<file path="src/rtl/rrs_pkg.sv">
// ----------------------------------------------------------------------------
// Round-robin slice scheduler package
// Sizes, operation codes and shared types of the scheduler.
// ----------------------------------------------------------------------------
package rrs_pkg;

    localparam int MAX_PROCS = 128;
    localparam int IDX_W     = (MAX_PROCS > 1) ? $clog2(MAX_PROCS) : 1;
    localparam int CNT_W     = $clog2(MAX_PROCS + 1);
    localparam int ID_W      = 8;
    localparam int TIME_W    = 16;
    localparam int ELAPSED_W = 32;
    localparam int OP_W      = 2;

    localparam logic [OP_W-1:0] OP_CLEAR = 2'd0;
    localparam logic [OP_W-1:0] OP_LOAD  = 2'd1;
    localparam logic [OP_W-1:0] OP_STEP  = 2'd2;

    localparam logic [TIME_W-1:0] QUANTUM_RESET = 16'd4;

    typedef struct packed {
        logic [ID_W-1:0]      process_id;
        logic [TIME_W-1:0]    units_run;
        logic [ELAPSED_W-1:0] elapsed_time;
        logic                 job_finished;
        logic                 all_done;
    } res_t;

    typedef struct packed {
        logic [TIME_W-1:0]    units;
        logic [TIME_W-1:0]    new_rem;
        logic [ELAPSED_W-1:0] elapsed;
        logic                 finished;
    } slice_t;

endpackage

</file>
<file path="src/rtl/rrs_ram.sv">
// ----------------------------------------------------------------------------
// Generic simple dual-port RAM
// One write port and one read port, read data registered.
// ----------------------------------------------------------------------------
module rrs_ram #(
    parameter int WIDTH = 16,
    parameter int DEPTH = 128
) (
    input  logic                                   clk,
    input  logic                                   we,
    input  logic [((DEPTH > 1) ? $clog2(DEPTH) : 1)-1:0] waddr,
    input  logic [WIDTH-1:0]                       wdata,
    input  logic [((DEPTH > 1) ? $clog2(DEPTH) : 1)-1:0] raddr,
    output logic [WIDTH-1:0]                       rdata
);

    logic [WIDTH-1:0] mem [DEPTH];

    always_ff @(posedge clk) begin
        if (we) begin
            mem[waddr] <= wdata;
        end
        rdata <= mem[raddr];
    end

endmodule

</file>
<file path="src/rtl/rrs_slice.sv">
// ----------------------------------------------------------------------------
// Round-robin slice arithmetic
// Grants one slice to a job and advances the saturating elapsed time.
// ----------------------------------------------------------------------------
module rrs_slice (
    input  logic [rrs_pkg::TIME_W-1:0]    rem,
    input  logic [rrs_pkg::TIME_W-1:0]    quantum,
    input  logic [rrs_pkg::ELAPSED_W-1:0] elapsed,
    output rrs_pkg::slice_t               slice
);

    logic [rrs_pkg::TIME_W-1:0]  q_eff;
    logic [rrs_pkg::ELAPSED_W:0] sum;

    always_comb begin
        // A zero quantum behaves as a single unit.
        q_eff          = (quantum == '0) ? rrs_pkg::TIME_W'(1) : quantum;
        slice.units    = (rem > q_eff) ? q_eff : rem;
        slice.new_rem  = rem - slice.units;
        slice.finished = (slice.new_rem == '0);
        sum            = {1'b0, elapsed} + (rrs_pkg::ELAPSED_W + 1)'(slice.units);
        slice.elapsed  = sum[rrs_pkg::ELAPSED_W] ? '1 : sum[rrs_pkg::ELAPSED_W-1:0];
    end

endmodule

</file>
<file path="src/rtl/rrs_ctrl.sv">
// ----------------------------------------------------------------------------
// Round-robin scheduler control
// Sequencer that owns the job table RAM and scans it one entry per cycle.
// ----------------------------------------------------------------------------
module rrs_ctrl (
    input  logic                       aclk,
    input  logic                       aresetn,
    input  logic                       in_valid,
    output logic                       in_ready,
    input  logic [rrs_pkg::OP_W-1:0]   in_op,
    input  logic [rrs_pkg::TIME_W-1:0] in_burst,
    input  logic [rrs_pkg::TIME_W-1:0] quantum,
    output logic                       res_valid,
    input  logic                       res_ready,
    output rrs_pkg::res_t              res
);

    localparam logic [1:0] ST_IDLE = 2'd0;
    localparam logic [1:0] ST_SCAN = 2'd1;
    localparam logic [1:0] ST_EMIT = 2'd2;

    logic [1:0]                      state_reg, state_next;
    logic [rrs_pkg::CNT_W-1:0]       job_count_reg, job_count_next;
    logic [rrs_pkg::IDX_W-1:0]       scan_pos_reg, scan_pos_next;
    logic [rrs_pkg::ELAPSED_W-1:0]   elapsed_reg, elapsed_next;
    logic [rrs_pkg::IDX_W-1:0]       cur_idx_reg, cur_idx_next;
    logic [rrs_pkg::CNT_W-1:0]       scanned_reg, scanned_next;
    rrs_pkg::res_t                   res_reg, res_next;

    logic                            ram_we;
    logic [rrs_pkg::IDX_W-1:0]       ram_waddr;
    logic [rrs_pkg::TIME_W-1:0]      ram_wdata;
    logic [rrs_pkg::IDX_W-1:0]       ram_raddr;
    logic [rrs_pkg::TIME_W-1:0]      ram_rdata;

    logic [rrs_pkg::IDX_W-1:0]       start_idx;
    logic [rrs_pkg::IDX_W-1:0]       wrap_idx;
    logic [rrs_pkg::CNT_W-1:0]       cur_plus1;
    rrs_pkg::slice_t                 slice;

    rrs_ram #(
        .WIDTH (rrs_pkg::TIME_W),
        .DEPTH (rrs_pkg::MAX_PROCS)
    ) u_table (
        .clk   (aclk),
        .we    (ram_we),
        .waddr (ram_waddr),
        .wdata (ram_wdata),
        .raddr (ram_raddr),
        .rdata (ram_rdata)
    );

    rrs_slice u_slice (
        .rem     (ram_rdata),
        .quantum (quantum),
        .elapsed (elapsed_reg),
        .slice   (slice)
    );

    assign in_ready  = (state_reg == ST_IDLE);
    assign res_valid = (state_reg == ST_EMIT);
    assign res       = res_reg;

    always_comb begin
        start_idx = (rrs_pkg::CNT_W'(scan_pos_reg) < job_count_reg) ? scan_pos_reg : '0;
        cur_plus1 = rrs_pkg::CNT_W'(cur_idx_reg) + rrs_pkg::CNT_W'(1);
        wrap_idx  = (cur_plus1 == job_count_reg) ? '0 : rrs_pkg::IDX_W'(cur_plus1);
    end

    always_comb begin
        state_next     = state_reg;
        job_count_next = job_count_reg;
        scan_pos_next  = scan_pos_reg;
        elapsed_next   = elapsed_reg;
        cur_idx_next   = cur_idx_reg;
        scanned_next   = scanned_reg;
        res_next       = res_reg;
        ram_we         = 1'b0;
        ram_waddr      = cur_idx_reg;
        ram_wdata      = slice.new_rem;
        ram_raddr      = cur_idx_reg;

        unique case (state_reg)
            ST_IDLE: begin
                if (in_valid) begin
                    unique case (in_op)
                        rrs_pkg::OP_CLEAR: begin
                            job_count_next = '0;
                            scan_pos_next  = '0;
                            elapsed_next   = '0;
                        end
                        rrs_pkg::OP_LOAD: begin
                            if (job_count_reg < rrs_pkg::CNT_W'(rrs_pkg::MAX_PROCS)) begin
                                ram_we         = 1'b1;
                                ram_waddr      = job_count_reg[rrs_pkg::IDX_W-1:0];
                                ram_wdata      = in_burst;
                                job_count_next = job_count_reg + rrs_pkg::CNT_W'(1);
                            end
                        end
                        rrs_pkg::OP_STEP: begin
                            if (job_count_reg == '0) begin
                                res_next.process_id   = '0;
                                res_next.units_run    = '0;
                                res_next.elapsed_time = elapsed_reg;
                                res_next.job_finished = 1'b0;
                                res_next.all_done     = 1'b1;
                                state_next            = ST_EMIT;
                            end else begin
                                cur_idx_next = start_idx;
                                ram_raddr    = start_idx;
                                scanned_next = '0;
                                state_next   = ST_SCAN;
                            end
                        end
                        default: begin
                        end
                    endcase
                end
            end
            ST_SCAN: begin
                if (ram_rdata != '0) begin
                    ram_we        = 1'b1;
                    elapsed_next  = slice.elapsed;
                    scan_pos_next = (cur_plus1 < job_count_reg) ?
                                    rrs_pkg::IDX_W'(cur_plus1) : '0;
                    res_next.process_id   = rrs_pkg::ID_W'(cur_plus1);
                    res_next.units_run    = slice.units;
                    res_next.elapsed_time = slice.elapsed;
                    res_next.job_finished = slice.finished;
                    res_next.all_done     = 1'b0;
                    state_next            = ST_EMIT;
                end else if (scanned_reg + rrs_pkg::CNT_W'(1) == job_count_reg) begin
                    res_next.process_id   = '0;
                    res_next.units_run    = '0;
                    res_next.elapsed_time = elapsed_reg;
                    res_next.job_finished = 1'b0;
                    res_next.all_done     = 1'b1;
                    state_next            = ST_EMIT;
                end else begin
                    scanned_next = scanned_reg + rrs_pkg::CNT_W'(1);
                    cur_idx_next = wrap_idx;
                    ram_raddr    = wrap_idx;
                end
            end
            ST_EMIT: begin
                if (res_ready) begin
                    state_next = ST_IDLE;
                end
            end
            default: begin
                state_next = ST_IDLE;
            end
        endcase
    end

    always_ff @(posedge aclk) begin
        if (!aresetn) begin
            state_reg     <= ST_IDLE;
            job_count_reg <= '0;
            scan_pos_reg  <= '0;
            elapsed_reg   <= '0;
            cur_idx_reg   <= '0;
            scanned_reg   <= '0;
        end else begin
            state_reg     <= state_next;
            job_count_reg <= job_count_next;
            scan_pos_reg  <= scan_pos_next;
            elapsed_reg   <= elapsed_next;
            cur_idx_reg   <= cur_idx_next;
            scanned_reg   <= scanned_next;
        end
    end

    always_ff @(posedge aclk) begin
        res_reg <= res_next;
    end

endmodule

</file>
<file path="src/rtl/round_robin_slice_scheduler.sv">
// ----------------------------------------------------------------------------
// Round-robin slice scheduler
// Time-quantum scheduler over a RAM table of remaining job burst times.
//
// Each input transfer carries an operation: clear empties the table and zeroes
// the scan position and elapsed time, load appends a burst time (dropped when
// the table is full), and step grants the next job with time left one quantum
// or its remainder, returning one result transfer. Clear and load return
// nothing. A step reads the table entries in turn until it finds a job with
// time left, at most as many as there are loaded jobs: the single read port
// of the job table RAM reads one entry per cycle. The result sits in an
// output register, so the next transfer is taken while a result waits there.
// The last cycle of a step stretches for as long as the output register
// still holds a result that the receiver has not taken. The quantum register
// is written through cfg_we and cfg_wdata and resets to 4.
// ----------------------------------------------------------------------------
module round_robin_slice_scheduler (
    input  logic                          aclk,
    input  logic                          aresetn,
    // Configuration write port.
    input  logic                          cfg_we,
    input  logic [rrs_pkg::TIME_W-1:0]    cfg_wdata,
    // Input channel.
    input  logic                          s_valid,
    output logic                          s_ready,
    input  logic [rrs_pkg::OP_W-1:0]      s_operation,
    input  logic [rrs_pkg::TIME_W-1:0]    s_burst_time,
    // Result channel.
    output logic                          m_valid,
    input  logic                          m_ready,
    output logic [rrs_pkg::ID_W-1:0]      m_process_id,
    output logic [rrs_pkg::TIME_W-1:0]    m_units_run,
    output logic [rrs_pkg::ELAPSED_W-1:0] m_elapsed_time,
    output logic                          m_job_finished,
    output logic                          m_all_done
);

    logic [rrs_pkg::TIME_W-1:0] quantum_reg;
    logic                       m_valid_reg;
    rrs_pkg::res_t              out_reg;

    logic                       res_valid;
    logic                       res_ready;
    rrs_pkg::res_t              res;

    // The control block owns the table, the job count, the scan position
    // and the elapsed time; the top level only holds the quantum and the
    // output stage.
    rrs_ctrl u_ctrl (
        .aclk      (aclk),
        .aresetn   (aresetn),
        .in_valid  (s_valid),
        .in_ready  (s_ready),
        .in_op     (s_operation),
        .in_burst  (s_burst_time),
        .quantum   (quantum_reg),
        .res_valid (res_valid),
        .res_ready (res_ready),
        .res       (res)
    );

    // A new result may enter the output register when it is empty or is
    // being drained in the same cycle.
    assign res_ready = !m_valid_reg || m_ready;

    always_ff @(posedge aclk) begin
        if (!aresetn) begin
            quantum_reg <= rrs_pkg::QUANTUM_RESET;
            m_valid_reg <= 1'b0;
        end else begin
            if (cfg_we) begin
                quantum_reg <= cfg_wdata;
            end
            if (res_valid && res_ready) begin
                m_valid_reg <= 1'b1;
            end else if (m_ready) begin
                m_valid_reg <= 1'b0;
            end
        end
    end

    // Payload of the output stage; it changes only when a new result is
    // loaded, so it holds steady while a transfer is stalled.
    always_ff @(posedge aclk) begin
        if (res_valid && res_ready) begin
            out_reg <= res;
        end
    end

    assign m_valid        = m_valid_reg;
    assign m_process_id   = out_reg.process_id;
    assign m_units_run    = out_reg.units_run;
    assign m_elapsed_time = out_reg.elapsed_time;
    assign m_job_finished = out_reg.job_finished;
    assign m_all_done     = out_reg.all_done;

endmodule

</file>
<file path="config.mk">
export PLATFORM = sky130hd
export DESIGN_NAME = round_robin_slice_scheduler
export DESIGN_NICKNAME = d
export VERILOG_FILES = /design/src/rtl/rrs_pkg.sv /design/src/rtl/rrs_ram.sv /design/src/rtl/rrs_slice.sv /design/src/rtl/rrs_ctrl.sv /design/src/rtl/round_robin_slice_scheduler.sv
export SDC_FILE = /design/constraint.sdc
export NUM_CORES = 2
export LEC_CHECK = 0
export BUFFER_PORTS_ARGS = -buffer_cell sky130_fd_sc_hd__buf_4
export CORE_AREA = 2 2 415 417
export CTS_BUF_LIST = sky130_fd_sc_hd__clkbuf_4
export DETAILED_ROUTE_END_ITERATION = 10
export DIE_AREA = 0 0 417 419
export HOLD_SLACK_MARGIN = 0.05
export PLACE_DENSITY = 0.71
export SLEW_MARGIN = 10
export SYNTH_ARGS = -nofsm -noshare
export SYNTH_HDL_FRONTEND = slang
export SYNTH_SLANG_ARGS = --single-unit
</file>
<file path="constraint.sdc">
create_clock -name aclk -period 11.9 [get_ports aclk]
set_input_delay 0 -clock aclk [delete_from_list [all_inputs] [get_ports aclk]]
set_output_delay 0 -clock aclk [all_outputs]
set_load 0.02 [all_outputs]
</file>
==> impl_metrics.json <==
{
  "status": "completed",
  "synth_edf_count": 2164,
  "worst_pin_slew_ns": 1.43,
  "required_ns": 13.00,
  "core_area_um2": 171000,
  "antenna_found_initial": 7,
  "leakagePower_nw": 37.3,
  "clk_pin_slew_ns": 0.07,
  "first_pass_iters": 8,
  "nets": 8023,
  "crit_path_max_fanout": 141,
  "grt_pass1_wl_um": 385000,
  "critPathBufInv": 2,
  "hpwl_um": 148000,
  "finalSetupViolCount": 0,
  "grt-ovfl-total": 0,
  "rows": 152,
  "gp_congestion": 0.946,
  "ys_ff_latch": 2261,
  "drc": 0,
  "critPathSlowestCell": "nor3_1",
  "path_cells": "nand3_1 -> nor3_1 -> xor2_1 -> ha_1 -> nand4_1 -> or2_2 -> a211oi_1 -> o21ai_2 -> o221a_4 -> buf_4 -> buf_12 -> nand2_1 -> and3_1 -> a311oi_1 -> a31oi_1 -> a22oi_1 -> nand3_1 -> nor3_1",
  "largest_reg_flops": 2048,
  "totalWireLength_um": 262000,
  "critPathArrivalTime_ns": 8.60,
  "synthFlopType": "edfxtp_1",
  "multi_input_area_um2": 24000,
  "drive_gt1_frac": 0.161,
  "cts_htree_levels": 6,
  "clock_latency_ns": 1.37,
  "ys_warn_count": 0,
  "grt_pass1_vias": 61200,
  "worstHoldPathCells": 5,
  "ys_types": 98,
  "dieArea_um2": 175000,
  "critPathCaptureType": "flop",
  "cts_setup_buffers": 0,
  "critPathLaunchType": "flop",
  "syn-instance-count": 7369,
  "cp.depth": 18,
  "vias": 64300,
  "synth_nets": 7466,
  "hold_buffers": 109,
  "reg2regPathDepth": 18,
  "synthArstFlopShare": 0,
  "post_cts_resized": 0,
  "syn-cell-area_um2": 93300,
  "avgSynthCellArea_um2": 12.7,
  "drt_iter0_drc": 8250,
  "dieWidth_um": 417,
  "power.total_mw": 21.3,
  "syn_to_final_growth_pct": 12.2,
  "final-hold-violation-count": 0,
  "cts_buffers": 583,
  "regArea_um2": 66900,
  "placed_area_um2": 96700,
  "min_period_ns": 7.50,
  "crit_path_max_incr_delay_ns": 1.13,
  "slew_headroom": 0.0379,
  "path_class": "flop to flop",
  "n_fill_cell": 13000,
  "ys_seq_area_frac": 0.718,
  "pin_count": 99,
  "cts_root_buffer": "clkbuf_4",
  "via_per_inst": 6.12,
  "final_area_um2": 105000,
  "hold_slack_ns": 0.193,
  "crit_family": "simple AND/OR/NAND/NOR gates",
  "fmax_mhz": 133,
  "port_buffers": 98,
  "vdd_drop_max_v": 0.000275,
  "rsz0062_at_grt": "no",
  "grt_max_degree": 185,
  "drv_slew": 0,
  "hold_path_class": "input pin to flop",
  "grt_usage": 0.296,
  "dieHeight_um": 419,
  "clock_path_buffers": 4,
  "cts_tree": "done",
  "powerDensity_nw_per_um2": 204,
  "start_util": 0.547,
  "fin_skew_ns": 0.0996,
  "cts_sinks": 2261,
  "fin_crit_sh": 0.630,
  "utilization": 0.614,
  "ant_nets": 0,
  "maxCapViolCount": 0,
  "tns_ns": 0,
  "wl_per_cell_um": 25.0
}
-- final timing paths --
check / from / slack [ns] / end
min reg2reg: u_ctrl.res[6] / 0.40 / m_elapsed_time[4]
max reg2reg: u_ctrl.cur_idx_reg[0] / 4.40 / u_ctrl.u_table.rdata[2]
min: s_burst_time[9] / 0.19 / u_ctrl.u_table.mem[25][9]
max: u_ctrl.cur_idx_reg[0] / 4.40 / u_ctrl.u_table.rdata[2]
-- layout make-up --
class                   count  share of cell area
clock buffers             825              0.0592
repair buffers            456              0.0368
clock inverters           108             0.00626
well taps                2233              0.0267
diodes                      6            0.000143
flip-flops and latches   2261               0.639
inverters                  57             0.00204
multi-input cells        4567               0.229
-- layer usage --
| metal | vias to the layer above | GRT usage | part of all wire |
|---|---|---|---|
| met2 | 3754 | 0.455 | 0.46 |
| met5 | - | 0 | 0.00066 |
| li1 | 28600 | - | - |
| met4 | 4 | 0.141 | 0.046 |
| met3 | 572 | 0.0723 | 0.11 |
| met1 | 31300 | 0.398 | 0.39 |
-- worst min-delay path, stage by stage --
cell and delay [ns]:
dlygate4sd3_1 0.55, buf_4 0.13, nand2_1 0.16, o21ai_4 0.07
buf_4 0.34
-- where the power goes --
group	total (mW)	internal (mW)	switching, mW
registers	11.1	11.1	0.0414
logic	3.83	0.593	3.24
clock network	6.35	3.35	3.00
-- synthesized netlist by cell type, drive strengths merged (35+ instances only) --
master	number	share of area
ha	58	0.0078
clkbuf	180	0.0072
nor2	290	0.012
nand2b	35	0.0023
edfxtp	2164	0.70
a311oi	239	0.022
nand3	772	0.041
dfxtp	97	0.021
a31oi	90	0.0062
a22oi	55	0.0045
mux2i	61	0.0065
inv	56	0.0023
a21oi	158	0.0087
and3	215	0.014
nor3	68	0.0038
nand2	1950	0.079
buf	304	0.018
o21ai	148	0.0081
-- kinds of logic (layout without fill, tap and decap cells) --
kind of cell,count (synthesis),after routing,synth area share
simple gates,3462,3462,0.162
flops,2261,2261,0.718
mux,96,96,0.0110
xor+xnor,47,47,0.00458
other cells,0,6,0
fa+ha+maj,59,59,0.00789
compound gates,903,903,0.0697
buf+inv,541,1446,0.0277
-- cell usage in the layout, fill, tap and decap left out, drive strengths merged, types with 55 or more instances in the layout --
cell type	n
a31oi	90
edfxtp	2164
inv	71
a311oi	239
clkinv	84
mux2i	61
nor2	290
nand3	772
ha	58
a22oi	55
o21ai	148
a21oi	158
buf	347
clkbuf	825
nand2	1950
dlygate4sd3	109
nor3	68
dfxtp	97
and3	215
-- stage by stage --
stage	std cells	worst slack, ns
2_1_floorplan	7369	0.277
3_3_place_gp	9464	4.72
3_5_place_dp	9464	4.68
4_1_cts	10500	4.60
5_1_grt	10500	3.90
6_report	10500	4.40
No activity file was read; power rests on OpenSTA's default activity.
